File: src/rtl/ows_pkg.sv
`default_nettype none

package ows_pkg;

  // ROM geometry
  localparam int ROM_BYTES    = 8;
  localparam int TOTAL_BITS   = ROM_BYTES * 8;
  localparam int ROM_W        = 64;
  localparam int ROM_IDX_W    = 6;
  localparam int POS_W        = 7;
  localparam int GAP_W        = 4;
  localparam int FAMILY_LIMIT = 9;
  localparam int FAMILY_W     = 8;

  // Request queue between front and back
  localparam int QDEPTH  = 2;
  localparam int QPTR_W  = (QDEPTH > 1) ? $clog2(QDEPTH) : 1;
  localparam int QCNT_W  = $clog2(QDEPTH + 1);

  // Request opcodes on the bus side
  localparam logic [1:0] OP_CLEAR = 2'd0;
  localparam logic [1:0] OP_START = 2'd1;
  localparam logic [1:0] OP_BIT   = 2'd2;

  typedef enum logic [1:0] {
    EVT_CLEAR,
    EVT_START,
    EVT_BIT,
    EVT_NOP
  } evt_kind_t;

  // Class of one id bit / complement bit pair
  typedef enum logic [1:0] {
    PAIR_ZERO,   // all devices show 0
    PAIR_ONE,    // all devices show 1
    PAIR_SPLIT,  // devices disagree
    PAIR_ABORT   // nobody answered
  } pair_t;

  typedef struct packed {
    evt_kind_t kind;
    logic      presence;
    pair_t     pair;
  } evt_t;

endpackage

`default_nettype wire

File: src/rtl/ows_if.sv
`default_nettype none

interface ows_cmd_if;
  logic       valid;
  logic       ready;
  logic [1:0] opcode;
  logic       presence;
  logic       id_bit;
  logic       complement_bit;

  modport source (output valid, opcode, presence, id_bit, complement_bit, input ready);
  modport sink   (input valid, opcode, presence, id_bit, complement_bit, output ready);
endinterface

interface ows_res_if;
  logic        valid;
  logic        ready;
  logic        direction;
  logic        needs_bus;
  logic        pass_done;
  logic        found;
  logic        last_device;
  logic [3:0]  family_discrepancy;
  logic [63:0] rom_id;

  modport source (output valid, direction, needs_bus, pass_done, found, last_device,
                  family_discrepancy, rom_id, input ready);
  modport sink   (input valid, direction, needs_bus, pass_done, found, last_device,
                  family_discrepancy, rom_id, output ready);
endinterface

`default_nettype wire

File: src/rtl/ows_front.sv
`default_nettype none

module ows_front (
  ows_cmd_if.sink      cmd,
  input  wire logic    full,
  output logic         push,
  output ows_pkg::evt_t push_data
);
  import ows_pkg::*;

  assign cmd.ready = !full;
  assign push      = cmd.valid && !full;

  always_comb begin
    push_data.presence = cmd.presence;
    case (cmd.opcode)
      OP_CLEAR: push_data.kind = EVT_CLEAR;
      OP_START: push_data.kind = EVT_START;
      OP_BIT:   push_data.kind = EVT_BIT;
      default:  push_data.kind = EVT_NOP;
    endcase
    case ({cmd.id_bit, cmd.complement_bit})
      2'b00:   push_data.pair = PAIR_SPLIT;
      2'b01:   push_data.pair = PAIR_ZERO;
      2'b10:   push_data.pair = PAIR_ONE;
      default: push_data.pair = PAIR_ABORT;
    endcase
  end

endmodule

`default_nettype wire

File: src/rtl/ows_queue.sv
`default_nettype none

module ows_queue (
  input  wire logic          clk,
  input  wire logic          rst,
  input  wire logic          push,
  input  wire ows_pkg::evt_t push_data,
  output logic               full,
  input  wire logic          pop,
  output ows_pkg::evt_t      pop_data,
  output logic               empty
);
  import ows_pkg::*;

  evt_t              entries [QDEPTH];
  logic [QPTR_W-1:0] wr_ptr;
  logic [QPTR_W-1:0] rd_ptr;
  logic [QCNT_W-1:0] count;

  assign full     = (count == QCNT_W'(QDEPTH));
  assign empty    = (count == '0);
  assign pop_data = entries[rd_ptr];

  always_ff @(posedge clk) begin
    if (push) begin
      entries[wr_ptr] <= push_data;
    end
  end

  always_ff @(posedge clk) begin
    if (rst) begin
      wr_ptr <= '0;
      rd_ptr <= '0;
      count  <= '0;
    end else begin
      if (push) begin
        wr_ptr <= (wr_ptr == QPTR_W'(QDEPTH - 1)) ? '0 : wr_ptr + 1'b1;
      end
      if (pop) begin
        rd_ptr <= (rd_ptr == QPTR_W'(QDEPTH - 1)) ? '0 : rd_ptr + 1'b1;
      end
      case ({push, pop})
        2'b10:   count <= count + 1'b1;
        2'b01:   count <= count - 1'b1;
        default: count <= count;
      endcase
    end
  end

endmodule

`default_nettype wire

File: src/rtl/ows_back.sv
`default_nettype none

module ows_back (
  input  wire logic          clk,
  input  wire logic          rst,
  input  wire logic          empty,
  input  wire ows_pkg::evt_t evt,
  output logic               pop,
  ows_res_if.source          res
);
  import ows_pkg::*;

  logic [ROM_W-1:0] rom_code, rom_code_next;
  logic [POS_W-1:0] last_disc, last_disc_next;
  logic [GAP_W-1:0] family_gap, family_gap_next;
  logic             last_dev, last_dev_next;
  logic [POS_W-1:0] bit_pos, bit_pos_next;
  logic [POS_W-1:0] zero_pos, zero_pos_next;
  logic             active, active_next;

  logic             res_valid;
  logic             dir, needs, done, found;
  logic [ROM_IDX_W-1:0] idx;
  logic [POS_W-1:0] pos_inc;

  assign pop     = !empty && (!res_valid || res.ready);
  assign idx     = ROM_IDX_W'(bit_pos - 1'b1);
  assign pos_inc = bit_pos + 1'b1;

  always_comb begin
    rom_code_next   = rom_code;
    last_disc_next  = last_disc;
    family_gap_next = family_gap;
    last_dev_next   = last_dev;
    bit_pos_next    = bit_pos;
    zero_pos_next   = zero_pos;
    active_next     = active;
    dir   = 1'b0;
    needs = 1'b0;
    done  = 1'b0;
    found = 1'b0;
    if (pop) begin
      case (evt.kind)
        EVT_CLEAR: begin
          rom_code_next   = '0;
          last_disc_next  = '0;
          family_gap_next = '0;
          last_dev_next   = 1'b0;
          active_next     = 1'b0;
          bit_pos_next    = POS_W'(1);
          zero_pos_next   = '0;
        end
        EVT_START: begin
          bit_pos_next  = POS_W'(1);
          zero_pos_next = '0;
          active_next   = 1'b0;
          if (last_dev || !evt.presence) begin
            last_disc_next  = '0;
            family_gap_next = '0;
            last_dev_next   = 1'b0;
            done            = 1'b1;
          end else begin
            active_next = 1'b1;
            needs       = 1'b1;
          end
        end
        EVT_BIT: begin
          if (active) begin
            if (evt.pair == PAIR_ABORT) begin
              active_next     = 1'b0;
              last_disc_next  = '0;
              family_gap_next = '0;
              last_dev_next   = 1'b0;
              done            = 1'b1;
            end else begin
              case (evt.pair)
                PAIR_ONE:   dir = 1'b1;
                PAIR_SPLIT: dir = (bit_pos < last_disc) ? rom_code[idx]
                                                        : (bit_pos == last_disc);
                default:    dir = 1'b0;
              endcase
              // Remember where the path last took the zero branch
              if (evt.pair == PAIR_SPLIT && !dir) begin
                zero_pos_next = bit_pos;
                if (bit_pos < POS_W'(FAMILY_LIMIT)) begin
                  family_gap_next = GAP_W'(bit_pos);
                end
              end
              rom_code_next[idx] = dir;
              bit_pos_next       = pos_inc;
              if (pos_inc > POS_W'(TOTAL_BITS)) begin
                active_next    = 1'b0;
                done           = 1'b1;
                last_disc_next = zero_pos_next;
                if (zero_pos_next == '0) begin
                  last_dev_next = 1'b1;
                end
                // A zero family byte means a bogus device: drop the search
                if (rom_code_next[FAMILY_W-1:0] == '0) begin
                  last_disc_next  = '0;
                  family_gap_next = '0;
                  last_dev_next   = 1'b0;
                end else begin
                  found = 1'b1;
                end
              end
            end
          end
        end
        default: begin
        end
      endcase
    end
  end

  always_ff @(posedge clk) begin
    if (rst) begin
      rom_code   <= '0;
      last_disc  <= '0;
      family_gap <= '0;
      last_dev   <= 1'b0;
      bit_pos    <= POS_W'(1);
      zero_pos   <= '0;
      active     <= 1'b0;
      res_valid  <= 1'b0;
    end else begin
      rom_code   <= rom_code_next;
      last_disc  <= last_disc_next;
      family_gap <= family_gap_next;
      last_dev   <= last_dev_next;
      bit_pos    <= bit_pos_next;
      zero_pos   <= zero_pos_next;
      active     <= active_next;
      if (pop) begin
        res_valid <= 1'b1;
      end else if (res.ready) begin
        res_valid <= 1'b0;
      end
    end
  end

  // Result payload register
  always_ff @(posedge clk) begin
    if (pop) begin
      res.direction          <= dir;
      res.needs_bus          <= needs;
      res.pass_done          <= done;
      res.found              <= found;
      res.last_device        <= last_dev_next;
      res.family_discrepancy <= family_gap_next;
      res.rom_id             <= rom_code_next;
    end
  end

  assign res.valid = res_valid;

endmodule

`default_nettype wire

File: src/rtl/one_wire_rom_search.sv
`default_nettype none

// 1-Wire ROM search engine. Each request on cmd is one event of the search:
// a clear of the search state, the start of a pass carrying the presence bit
// seen after the bus reset, or one id bit with its complement read from the
// bus. Every request yields exactly one response on res, in order, carrying
// the direction bit to write back, needs_bus on a successful start, a
// pass_done mark with found, the last-device flag, the last discrepancy
// inside the family byte and the ROM code built so far (bit 0 is the first
// bit on the bus). Issuing the 0xF0 search command, bus timing and the CRC
// check belong to the caller. A pass that reads 1 on both bits aborts, and a
// completed pass with a zero family byte counts as failed; either way the
// search restarts from scratch on the next pass. Throughput is one request
// per clock while res is not stalled: the front stage classifies a request
// and writes it into a two-entry queue, the back stage executes one queued
// request per cycle and loads the response register; each request passes
// the queue and that register; both sides may stall independently of each other.

module one_wire_rom_search (
  input  wire logic clk,
  input  wire logic rst,
  ows_cmd_if.sink   cmd,
  ows_res_if.source res
);
  import ows_pkg::*;

  logic push;
  logic pop;
  logic full;
  logic empty;
  evt_t push_data;
  evt_t pop_data;

  // Decode the request and hold it in the queue
  ows_front u_front (
    .cmd       (cmd),
    .full      (full),
    .push      (push),
    .push_data (push_data)
  );

  ows_queue u_queue (
    .clk       (clk),
    .rst       (rst),
    .push      (push),
    .push_data (push_data),
    .full      (full),
    .pop       (pop),
    .pop_data  (pop_data),
    .empty     (empty)
  );

  // Advance the search state and register the response
  ows_back u_back (
    .clk   (clk),
    .rst   (rst),
    .empty (empty),
    .evt   (pop_data),
    .pop   (pop),
    .res   (res)
  );

endmodule

`default_nettype wire
File: src/flat_wrapper.sv
// flat-port wrapper written by rule: the top's interface ports become plain ports
module one_wire_rom_search_flat import ows_pkg::*;
  (clk, rst, cmd_valid, cmd_opcode, cmd_presence, cmd_id_bit, cmd_complement_bit, cmd_ready, res_valid, res_direction, res_needs_bus, res_pass_done, res_found, res_last_device, res_family_discrepancy, res_rom_id, res_ready);
  ows_cmd_if cmd_i ();
  ows_res_if res_i ();
  input  wire logic clk;
  input  wire logic rst;
  input wire logic [$bits(cmd_i.valid)-1:0] cmd_valid;
  input wire logic [$bits(cmd_i.opcode)-1:0] cmd_opcode;
  input wire logic [$bits(cmd_i.presence)-1:0] cmd_presence;
  input wire logic [$bits(cmd_i.id_bit)-1:0] cmd_id_bit;
  input wire logic [$bits(cmd_i.complement_bit)-1:0] cmd_complement_bit;
  output wire logic [$bits(cmd_i.ready)-1:0] cmd_ready;
  output wire logic [$bits(res_i.valid)-1:0] res_valid;
  output wire logic [$bits(res_i.direction)-1:0] res_direction;
  output wire logic [$bits(res_i.needs_bus)-1:0] res_needs_bus;
  output wire logic [$bits(res_i.pass_done)-1:0] res_pass_done;
  output wire logic [$bits(res_i.found)-1:0] res_found;
  output wire logic [$bits(res_i.last_device)-1:0] res_last_device;
  output wire logic [$bits(res_i.family_discrepancy)-1:0] res_family_discrepancy;
  output wire logic [$bits(res_i.rom_id)-1:0] res_rom_id;
  input wire logic [$bits(res_i.ready)-1:0] res_ready;
  assign cmd_i.valid = cmd_valid;
  assign cmd_i.opcode = cmd_opcode;
  assign cmd_i.presence = cmd_presence;
  assign cmd_i.id_bit = cmd_id_bit;
  assign cmd_i.complement_bit = cmd_complement_bit;
  assign cmd_ready = cmd_i.ready;
  assign res_valid = res_i.valid;
  assign res_direction = res_i.direction;
  assign res_needs_bus = res_i.needs_bus;
  assign res_pass_done = res_i.pass_done;
  assign res_found = res_i.found;
  assign res_last_device = res_i.last_device;
  assign res_family_discrepancy = res_i.family_discrepancy;
  assign res_rom_id = res_i.rom_id;
  assign res_i.ready = res_ready;
  one_wire_rom_search u_core (.clk(clk), .rst(rst), .cmd(cmd_i), .res(res_i));
endmodule
File: config.mk
export PLATFORM = sky130hd
export DESIGN_NAME = one_wire_rom_search_flat
export DESIGN_NICKNAME = d
export VERILOG_FILES = /design/src/rtl/ows_pkg.sv /design/src/rtl/ows_if.sv /design/src/rtl/ows_front.sv /design/src/rtl/ows_queue.sv /design/src/rtl/ows_back.sv /design/src/rtl/one_wire_rom_search.sv /design/src/flat_wrapper.sv
export SDC_FILE = /design/constraint.sdc
export NUM_CORES = 1
export LEC_CHECK = 0
export BUFFER_PORTS_ARGS = -buffer_cell sky130_fd_sc_hd__clkbuf_2
export CAP_MARGIN = 20
export CELL_PAD_IN_SITES_DETAIL_PLACEMENT = 0
export CELL_PAD_IN_SITES_GLOBAL_PLACEMENT = 1
export CORE_UTILIZATION = 46
export DETAILED_ROUTE_END_ITERATION = 10
export PLACE_DENSITY = 0.89
export REMOVE_ABC_BUFFERS = 1
export SLEW_MARGIN = 20
export SYNTH_ARGS = -nofsm -noshare
export SYNTH_HDL_FRONTEND = slang
export SYNTH_HIERARCHICAL = 1
export SYNTH_SLANG_ARGS = --single-unit
File: constraint.sdc
create_clock -name clk -period 6.2 [get_ports clk]
set_clock_uncertainty 0.1 [all_clocks]
set_input_delay 1.24 -clock clk [delete_from_list [all_inputs] [get_ports clk]]
set_output_delay 1.24 -clock clk [all_outputs]
set_load 0.01 [all_outputs]
# == Yosys cells after proc, flatten, opt, wreduce, memory -nomap -nowiden ==
# Memories as Yosys holds them, arrays and structs flattened. A register that Yosys moved wholly into a read port is not among the register bits.
# Index checks and enable logic that the tools add are counted.
# totals
regBits,169
ram_bits,10
out_inout_bits,75
wordCells,148
mem_count,1
# mem_list
name,words,word_bits,read_ports,rd_clocked_by_memory_dff,wr,line_no,text
u_core.u_queue.entries,2,5,1,1,1,ows_queue.sv:15,evt_t entries [QDEPTH];
# op_classes
add_sub_neg,6
n_lt_le_gt_ge,5
n_eq_ne,17
n_mux,71
n_bitwise,3
n_reduce_logical,27
# ops
operator,n
two-way mux 64 bit,3
case mux 64 bit (2 select lines),1
two-way mux 7 bit,14
bitwise mux 64 bit,1
two-way mux 4 bit,8
two-way mux 1 bit,31
case mux 7 bit (2 select lines),2
case mux 7 bit (3 select lines),1
"== test 2 bit, second input constant",7
case mux 2 bit (3 select lines),2
case mux 4 bit (3 select lines),1
"== test 2 x 1 -> 1 bit, second input constant",5
logical NOT 2 bit,4
logical NOT 8 bit,1
"adder 7 x 1 -> 7 bit, second input constant",1
== test 7 bit,1
"greater-than comparator 7 bit, second input constant",1
logical NOT 7 bit,1
"less-than comparator 6 x 7 -> 1 bit, second input constant",1
"less-than comparator 7 x 4 -> 1 bit, second input constant",1
less-than comparator 7 bit,1
binary-select mux 1 bit (select 6 bit),1
demux 1 bit (select 6 bit),1
"greater-or-equal comparator 6 x 1 -> 1 bit, second input constant",1
21 further kinds,38

# == Depth between registers and ports, before layout ==
# Gate-level depths: netlist of run 1.
# logic_depth
depth_word,24
ltp_mapped,17

# == Cells and area by module ==
# The synthesis of run 1 kept the hierarchy.
# modules_own_cells
mod,n_inst,cells_each,area_per_inst_um2,seq_area_each_um2
ows_back,1,877,8121.5,4033.9
ows_queue,1,37,561.8,400.4
ows_front,1,9,60.1,0.0

# == Least setup slack after synthesis of run 1 ==
# Ideal clock, no wire load.
# synth_timing
path_type,input to register
startpoint,input res_ready
endpoint,register u_core.u_back.family_gap[3]
t_arrival_ns,4.678
t_required_ns,6.026
slack_ns,1.347
cell_stages,9
n_path_buf,1
cell_sequence,nand2b_1 nand2b_1 inv_1 nand2_1 clkbuf_1 or3_1 a31oi_1 nand3_1 a31oi_1
# synth_via
elab_chain_cells,3
# synth_lines
element,line_no,text
from (decl),flat_wrapper.sv:22,input wire logic [$bits(res_i.ready)-1:0] res_ready;
logical OR 1 bit,ows_back.sv:26,assign pop = !empty && (!res_valid || res.ready);
logical AND 1 bit,ows_back.sv:26,
named net u_core.pop,one_wire_rom_search.sv:28,logic pop;
two-way mux 4 bit,ows_back.sv:42,if (pop) begin
to (signal assigned),ows_back.sv:129,family_gap <= family_gap_next;
to (decl),ows_back.sv:15,"logic [GAP_W-1:0] family_gap, family_gap_next;"
# The timed path passes the listed nets, and every way through them passes these cells.
# A chain may end at the register's enable or synchronous reset.

# == Worst setup path in the final report of run 1 ==
# layout_timing
startpoint,register u_core.u_back.bit_pos[1]
endpoint,register u_core/u_back/res.rom_id[0] (netlist bit) (data pin)
# layout_via
elab_chain_cells,14
elab_cells_between_ends,21
classes_between,add/sub (1); order compare (3); eq/ne (1); mux (15); reduce/logical (1)
# layout_lines
element,line_no,text
from (decl),ows_back.sv:17,"logic [POS_W-1:0] bit_pos, bit_pos_next;"
from (signal assigned),ows_back.sv:131,bit_pos <= bit_pos_next;
subtractor 6 x 1 -> 6 bit,ows_back.sv:27,assign idx = ROM_IDX_W'(bit_pos - 1'b1);
binary-select mux 1 bit (select 6 bit),ows_back.sv:78,PAIR_SPLIT: dir = (bit_pos < last_disc) ? rom_code[idx]
two-way mux 1 bit (implied by the code),ows_back.sv:78,
two-way mux 1 bit,ows_back.sv:78,
case mux 1 bit (2 select lines),ows_back.sv:76,case (evt.pair)
two-way mux 1 bit,ows_back.sv:69,if (evt.pair == PAIR_ABORT) begin
two-way mux 1 bit,ows_back.sv:68,if (active) begin
two-way mux 1 bit,ows_back.sv:43,case (evt.kind)
two-way mux 1 bit,ows_back.sv:42,
bitwise mux 64 bit (*),ows_back.sv:89,rom_code_next[idx] = dir;
two-way mux 64 bit (*),ows_back.sv:69,
two-way mux 64 bit (*),ows_back.sv:68,
case mux 64 bit (2 select lines) (*),ows_back.sv:43,
two-way mux 64 bit (*),ows_back.sv:42,
named net u_core.u_back.rom_code_next[0],ows_back.sv:13,"logic [ROM_W-1:0] rom_code, rom_code_next;"
to (signal assigned),ows_back.sv:151,res.rom_id <= rom_code_next;
to (decl),ows_if.sv:27,"family_discrepancy, rom_id, input ready);"
# The timed path passes the listed nets; every way through them passes the cells marked *. The select of a mux whose other input is x is not followed.

==> results of run 1 <==
[per-stage QoR]
step / instances / total power [mW]
4_1_cts: 1224 / 3.49
5_1_grt: 1224 / 3.62
3_3_place_gp: 1192 / 2.37
3_5_place_dp: 1192 / 2.38
6_report: 1224 / 3.47
2_1_floorplan: 864 / 2.07
[worst paths after layout]
kind,startpoint,endpoint,slack (ps)
max,u_core/u_back/bit_pos[1],u_core/u_back/res.rom_id[0],1680
min,u_core/u_back/last_disc[5],u_core/u_back/last_disc[5],370
max reg2reg,u_core/u_back/bit_pos[1],u_core/u_back/res.rom_id[0],1680
min reg2reg,u_core/u_back/last_disc[5],u_core/u_back/last_disc[5],370
[state kept, by name (all words and copies together) (netlist names), named ones only]
name                                  count
u_core/u_back/last_dev                    1
u_core/u_back/last_disc                   7
u_core/u_back/bit_pos                     7
u_core/u_back/res.found                   1
u_core/u_back/res.rom_id                 64
u_core/u_back/rom_code                   64
u_core/u_back/res.direction               1
u_core/u_queue/entries                   10
u_core/u_back/active                      1
u_core/u_queue/rd_ptr                     1
u_core/u_back/family_gap                  4
u_core/u_back/res.needs_bus               1
u_core/u_queue/count                      2
u_core/u_queue/wr_ptr                     1
u_core/u_back/res.last_device             1
u_core/u_back/res.valid                   1
u_core/u_back/res.family_discrepancy      4
u_core/u_back/zero_pos                    7
u_core/u_back/res.pass_done               1
[routing by layer]
layer	GRT usage	share of wire	vias to the layer above
li1	-	-	3453
met1	0.336	0.43	3524
met2	0.383	0.46	368
met3	0.0533	0.086	51
met4	0.118	0.031	0
met5	0	0	-
[critical path: cells and delay by family, from the launching register on]
kind | cells | cell delay (ps)
fa+ha+maj | 1 | 680
simple gates | 2 | 400
compound gates | 6 | 1350
flops | 1 | 570
buf+inv | 4 | 1200
[kinds of logic (layout without fill, tap and decap cells)]
logic type | count (synthesis) | after routing | synth area share
flops | 180 | 180 | 0.507
compound gates | 241 | 241 | 0.194
fa+ha+maj | 19 | 19 | 0.0272
mux | 28 | 28 | 0.0362
xor+xnor | 8 | 8 | 0.00801
buf+inv | 134 | 201 | 0.0635
simple gates | 313 | 313 | 0.164
[area by class of cell]
type                            instances  area, um2
Clock buffer                           20        447
Multi-Input combinational cell        609       3760
Sequential cell                       180       4430
Timing Repair Buffer                   94        498
Tap cell                              234        293
Inverter                               75        283
Clock inverter                         12        155
Fill cell                            1715       8780
[cell usage in the layout, fill, tap and decap left out, types with 14 or more instances in the layout]
cell | netlist | routed
nor2_1 | 158 | 157
dfxtp_1 | 97 | 97
clkbuf_2 | 0 | 83
edfxtp_1 | 83 | 83
o21ai_0 | 80 | 80
inv_1 | 75 | 74
a32oi_1 | 52 | 52
nand2_1 | 45 | 45
nand3_1 | 28 | 28
a21oi_1 | 28 | 28
ha_1 | 19 | 19
clkbuf_16 | 0 | 17
mux2i_1 | 17 | 17
and2_1 | 15 | 15
nor3_1 | 14 | 14
[power by group]
group	internal (mW)	total [mW]	switching [mW]
logic	0.247	0.809	0.562
clock network	0.645	1.11	0.463
registers	1.48	1.55	0.0642
total	2.38	3.47	1.09
==> metrics.txt, run 1 <==
RSZ-0062 raised after global routing false; Detail Placement HPWL roughly 15,000 um; Critical Path Start Type flip-flop; cts-stage hold buffer count 0; layout overhead on the synthesized area 12.8%; TritonCTS clock tree built; vias in the first global route around 6,900; fmax 221 MHz; Post-Layout Inst Area roughly 10000 um2; Pre-antenna DRT Iters 6; wirelength, routed 23,900 um; Synth top cells by count nor2_1 (158), dfxtp_1 (97), edfxtp_1 (83), o21ai_0 (80), inv_1 (75); GRT overflow 0; gr usage total 0.250; Residual DRC 0; clk sink count 180; Critical Path RT 6400 ps; # diodes 0; count of flip-flops with a built-in enable after synthesis 83; # setup viols final 0; Post-Syn Area between 8000 and 9000 um2; slew margin rel. 0.306; Util after Layout 0.529; P_leak between 4 and 5 nW; ranking of synthesized cells by area edfxtp_1 (29%), dfxtp_1 (22%), nor2_1 (6.8%); WP data arrival 4710 ps; total number of yosys warnings 6; Least-Margin Pin Slew 1040 ps; Setup Buffers After CTS 0; Wirelength per Cell approximately 20 um; DR vias 7,396; WHS 367 ps; Post-Synthesis Cells 923; fraction of layout cells with a size suffix above 1 0.151; R2R cell count 13; hold depth 1; Seq/Total Area, Yosys 0.507; number of CTS-inserted buffers 17; full die area 19,600 um2; largest net degree at the start of global routing 67; Seq cells post-synth 180; Peak VDD IR roughly 0.22 mV; CP peak stage delay ~700 ps; number of H-tree levels 4; fin crit period between 4000 and 5000 ps; DR iter-0 viols between 900 and 1,000; Primary FF master, synth dfxtp_1; CTS-repair resized insts 0; final hold vios 0; DIE WIDTH 140 um; PD cells 351 nW/um2; DR vias/cell a little over 6; Max Slew Vio Count 0; final cycle utilization of the critical path 0.729; Routability Congestion a little under 0.9; Die Y 140 um; Yosys top cell by area edfxtp_1; core footprint 18,600 um2; Post-Place Cell Area between 9000 and 10,000 um2; setup TNS 0 ps; CP Capture Type flip-flop; row count 50; Critical Path Fanout Max 64; Port Buf Inserts slightly above 80; antenna-violating nets left 0; Synth top area share 0.285; asr flop ratio synth 0; Synth cell types 65; Initial Utilization 0.469; Slowest-stage cell, CP ha_1; final setup margin 1680 ps; Max Buffers Root-to-Sink 2; syn_area_per_cell 9.47 um2; max-cap violation count 0; Worst Hold Class flip-flop to flip-flop; top-count cell post-synth nor2_1; worst path cell trace inv_1, ha_1, buf_4, nand2b_1, o221ai_1, a21oi_1, a311oi_1, a221oi_2, nand2_1, o41ai_4, buf_4, a32oi_1, inv_1; setup slack at placement 1520 ps; boundary pin count 84; Skew-Pair Late Insertion Delay 440 ps; status complete, no violations; Clock Root Buffer clkbuf_16; nets 1,005; initial antenna violation count 0; critical path type flip-flop to flip-flop; first-pass GRT wire length 37,500 um; Clk pin slew, worst setup/hold paths 70 ps
No activity file was read; power rests on OpenSTA's default activity.
==> run 2, diff against run 1 <==
ABC_AREA = 1   (was default)
CORE_UTILIZATION = 44   (was 46)
clock period = 4.6 ns   (was 6.2 ns; I/O delays follow)
==> metrics.txt, run 2 <==
status complete, no violations; CP top delay family simple AND/OR/NAND/NOR gates; top-count cell post-synth nand2_1; final hold vios 0; fmax 268 MHz; asr flop ratio synth 0; PD cells around 470 nW/um2; boundary pin count 84; CP Capture Type flip-flop; reg2reg end u_core/u_back/res.last_device; fin crit period 3730 ps; Port Buf Inserts 83; Hold Path Sink u_core/u_back/zero_pos[0]; fraction of layout cells with a size suffix above 1 0.133; Seq cells post-synth 180; cell mode on critical path nand2_1; initial antenna violation count 0; Min-Delay Startpoint u_core/u_back/zero_pos[0]; critical path type flip-flop to flip-flop; P_leak 4.55 nW; WHS 365 ps; number of CTS-inserted buffers 17; combinational group share of total power 0.259; non-filler cells, final 1,563; Synth cell types 41; row count 52; Initial Utilization 0.453; final setup margin 869 ps; full die area 21,500 um2; met2 GRT Util 0.362; Skew-Pair Late Insertion Delay 440 ps; clk sink count 180; GR Util met1 0.294; TritonCTS clock tree built; Least-Margin Pin Slew 1040 ps; RSZ-0062 raised after global routing false; Setup Buffers After CTS 0; CTS-repair resized insts 0; Regs by FF count u_core/u_back/res.rom_id x64, u_core/u_back/rom_code x64, u_core/u_queue/entries x10; DR vias 8,165; R2R cell count 27; wirelength, routed 23,500 um; DR vias/cell approximately 5.2; Residual DRC 0; Seq pwr share 0.439; largest net degree at the start of global routing 56; number of H-tree levels 4; slew margin rel. 0.302; Max Buffers Root-to-Sink 2; nets 1,308; Primary FF master, synth dfxtp_1; Worst Hold Class flip-flop to flip-flop; gr busiest metal met2; crit path from u_core/u_back/bit_pos[1]; Synth top cells by count nand2_1 (379), a21oi_1 (144), inv_1 (124), nor2_1 (107), dfxtp_1 (97); Wirelength per Cell 15.1 um; antenna-violating nets left 0; Slowest-stage cell, CP dfxtp_1; Die Y 147 um; Buf/Inv on CP 4; Critical Path Start Type flip-flop; core footprint 20,400 um2; Clock Root Buffer clkbuf_16; CP peak stage delay 490 ps; clock network power share 0.302; Int Power about 3.3 mW; first-pass GRT wire length 37,900 um; setup slack at placement 877 ps; max-cap violation count 0; Routability Congestion 0.857; layout overhead on the synthesized area 14.3%; Post-Place Cell Area 9930 um2; most frequent cells in the layout nand2_1 (379), a21oi_1 (143), inv_1 (124); Post-Layout Inst Area 10,500 um2; Post-Syn Area 9220 um2; placed insts 1,531; most common cell after layout, fill and taps aside nand2_1; final cycle utilization of the critical path 0.811; Synth top area share 0.270; Max Slew Vio Count 0; gr usage total 0.224; syn_area_per_cell 7.64 um2; total power 4.97 mW; WP data arrival 3820 ps; Util after Layout 0.517; # diodes 0; Critical Path Fanout Max 31; DIE WIDTH about 150 um; Crit Reg-Reg Startpoint u_core/u_back/bit_pos[1]; Critical Path RT roughly 4700 ps; Yosys top cell by area edfxtp_1; hold depth 2; Detail Placement HPWL 15,900 um; setup TNS 0 ps; ranking of synthesized cells by area edfxtp_1 (27%), dfxtp_1 (21%), nand2_1 (15%); GRT overflow 0; Sw Share 0.332; Clk pin slew, worst setup/hold paths around 70 ps; Post-Synthesis Cells 1,206; count of flip-flops with a built-in enable after synthesis 83; # setup viols final 0; total number of yosys warnings 6; Seq/Total Area, Yosys 0.481; cts-stage hold buffer count 0; reg2reg setup slack 870 ps; DR iter-0 viols 577; P_sw between 1.5 and 2 mW; vias in the first global route 7,344; Pre-antenna DRT Iters 5; met3 usage 0.0429; Peak VDD IR roughly 0.28 mV
## run 2: metal layers
metal / wire [um] / up-vias
li1: - / 4125
met1: 10600 / 3722
met2: 11000 / 273
met3: 1290 / 45
met4: 639 / 0
met5: 0 / -
## run 2: kinds of logic after synthesis
kind of cell	after synthesis	synth area share
buf+inv	186	0.0824
xor+xnor	5	0.00475
flops	180	0.481
fa+ha+maj	19	0.0258
simple gates	559	0.246
mux	5	0.00611
compound gates	252	0.154
## run 2: how the worst max path moves through the flow
stage	end	cells past startpoint
detailed placement	u_core/u_back/res.last_device	27
CTS	u_core/u_back/res.last_device	27
floorplan	u_core/u_back/res.rom_id[0]	5
finish	u_core/u_back/res.last_device	27
global placement	u_core/u_back/res.last_device	27
global route	u_core/u_back/res.last_device	28
## run 2: worst register-to-register path, stage by stage, from the launching register on
cell	delay, ps
dfxtp_1	490
inv_1	130
ha_1	340
buf_4	210
inv_2	250
nand2_1	130
nor2_1	120
nor2_1	50
nand2_1	60
nor2_1	30
nor2_1	100
nor2_1	40
nand2_1	60
nand2_1	40
nand2_1	70
nand2_2	60
nand2_4	310
nand2_1	110
nand2_1	90
nand2_1	70
nor2_2	140
nand3_2	130
nand2_1	120
inv_2	30
nand2_1	40
nand2_1	40
nand2_1	70
nand2_1	50
## run 2: final cells by class
cell class / instances / area (um2)
fillers: 1976 / 9830
flip-flops and latches: 180 / 4440
multi-input cells: 840 / 4050
repair buffers: 106 / 601
inverters: 135 / 514
clock buffers: 26 / 509
well taps: 270 / 338
clock inverters: 6 / 93.8
## run 2: power by group through the flow
stage | combinational [mW] | clock [mW] | sequential (mW)
after floorplan | 0.582 | 0 | 2.42
after global placement | 1.29 | 0 | 2.21
after detailed placement | 1.30 | 0 | 2.22
after CTS | 1.30 | 1.53 | 2.19
after global routing | 1.41 | 1.59 | 2.21
final | 1.28 | 1.50 | 2.18
==> run 3, diff against run 2 <==
clock period = 3.5 ns   (was 4.6 ns; I/O delays follow)
==> metrics.txt, run 3 (synthesized netlist as in run 2, its figures left out) <==
row count 52; initial antenna violation count 0; Critical Path Start Type flip-flop; Worst Hold Class input pin to flip-flop; DR vias/cell 5.23; cell mode on critical path nand2_1; largest net degree at the start of global routing 54; Peak VDD IR 0.391 mV; Initial Utilization 0.453; WHS 350 ps; number of CTS-inserted buffers 17; DR vias 8,239; max-cap violation count 0; first-pass GRT wire length about 40,000 um; crit path from u_core/u_back/bit_pos[0]; full die area about 22,000 um2; Post-Place Cell Area 10,000 um2; Wirelength per Cell between 15 and 20 um; critical path type flip-flop to flip-flop; CP Depth 26; most common cell after layout, fill and taps aside nand2_1; Detail Placement HPWL 16,400 um; boundary pin count 84; P_leak between 4 and 5 nW; Critical Path RT 3600 ps; DIE WIDTH around 150 um; Skew-Pair Late Insertion Delay between 400 and 500 ps; CP Capture Point u_core/u_back/res.last_device; Max Slew Vio Count 0; fmax roughly 320 MHz; Buf/Inv on CP 3; status complete, no violations; Residual DRC 0; final cycle utilization of the critical path 0.903; Max Buffers Root-to-Sink 2; wirelength, routed 24,300 um; Slowest-stage cell, CP dfxtp_2; Crit Reg-Reg Startpoint u_core/u_back/bit_pos[0]; Util after Layout 0.522; reg2reg setup slack 340 ps; vias in the first global route 7,804; fraction of layout cells with a size suffix above 1 0.145; R2R cell count 26; Post-Layout Inst Area about 11,000 um2; fin crit period 3160 ps; number of H-tree levels 4; TritonCTS clock tree built; final hold vios 0; Critical Path Fanout Max 20; Die Y 147 um; CP peak stage delay approximately 380 ps; CP top delay family simple AND/OR/NAND/NOR gates; antenna-violating nets left 0; clk sink count 180; # diodes 0; Clk pin slew, worst setup/hold paths 70 ps; Port Buf Inserts 83; # setup viols final 0; nets between 1,000 and 1,500; Clock Root Buffer clkbuf_16; WP data arrival 3260 ps; Setup Buffers After CTS 0; RSZ-0062 raised after global routing false; reg2reg end u_core/u_back/res.last_device; core footprint a little over 20,000 um2; Regs by FF count u_core/u_back/res.rom_id x64, u_core/u_back/rom_code x64, u_core/u_queue/entries x10; GRT overflow 0; layout overhead on the synthesized area 15.3%; DR iter-0 viols ~670; Pre-antenna DRT Iters 6; fill count 1,976; gr usage total 0.232; most frequent cells in the layout nand2_1 (378), a21oi_1 (143), inv_1 (124); Least-Margin Pin Slew 846 ps; PD cells 611 nW/um2; CP Capture Type flip-flop; slew margin rel. 0.435; Routability Congestion between 0.8 and 0.9
==> run 3: cell types whose count changed in the layout (fill, tap and decap cells not counted), moves of 2 or more <==
cell	previous run	this run
buf_4	22	34
clkbuf_8	5	0
inv_6	2	4
clkinv_2	0	3
clkinvlp_4	1	4
clkbuf_1	4	1
==> run 3: per-stage QoR <==
stage | setup slack (ps) | cells | total power [mW] | setup TNS [ps]
6_report | 339 | 1576 | 6.50 | 0
3_3_place_gp | 360 | 1544 | 4.63 | 0
3_5_place_dp | 283 | 1544 | 4.66 | 0
4_1_cts | 254 | 1576 | 6.56 | 0
2_1_floorplan | -5760 | 1155 | 3.74 | -927530
5_1_grt | 39.1 | 1576 | 6.83 | 0
==> run 3: worst reg2reg max path, delay by kind of cell, from the launching register on <==
family                     cells  cell delay, ps
adders and majority gates      1             360
buffers and inverters          3             330
and+or+nand+nor               22            1750
DFF                            1             380
==> run 3: area by class of cell <==
type                            instances  area, um2  area share
Clock buffer                           19        454      0.0427
Clock inverter                         13        119      0.0112
Inverter                              135        517      0.0486
Multi-Input combinational cell        840       4060       0.382
Sequential cell                       180       4440       0.417
Tap cell                              270        338      0.0318
Timing Repair Buffer                  119        711      0.0668
==> run 3: power breakdown <==
| part | switching, mW | total (mW) | internal (mW) |
|---|---|---|---|
| clock network | 0.860 | 1.89 | 1.03 |
| registers | 0.130 | 2.87 | 2.74 |
| logic | 1.24 | 1.74 | 0.499 |
==> run 3: per-layer routing <==
| layer | wire length (um) | global-route usage |
|---|---|---|
| met1 | 11000 | 0.301 |
| met2 | 11800 | 0.399 |
| met3 | 1140 | 0.0332 |
| met4 | 362 | 0.0708 |
| met5 | 0 | 0 |
==> run 3: what timing repair did <==
action,4_1_cts,5_1_grt
setup endpoints to repair,0,6
resized for setup,0,4
hold buffers,0,0
hold endpoints to repair,0,0
==> run 3: worst min path at each step <==
stage / slack, ps / endpoint / from / cells past startpoint
finish: 350 / u_core/u_queue/entries[1][3] / cmd_opcode[0] / 1
global route: 330 / u_core/u_queue/entries[1][3] / cmd_opcode[0] / 1
CTS: 340 / u_core/u_queue/entries[1][3] / cmd_opcode[0] / 1
detailed placement: 350 / u_core/u_back/last_disc[1] / u_core/u_back/last_disc[1] / 2
global placement: 350 / u_core/u_back/last_disc[3] / u_core/u_back/last_disc[3] / 2
floorplan: 340 / u_core/u_back/active / u_core/u_back/active / 2
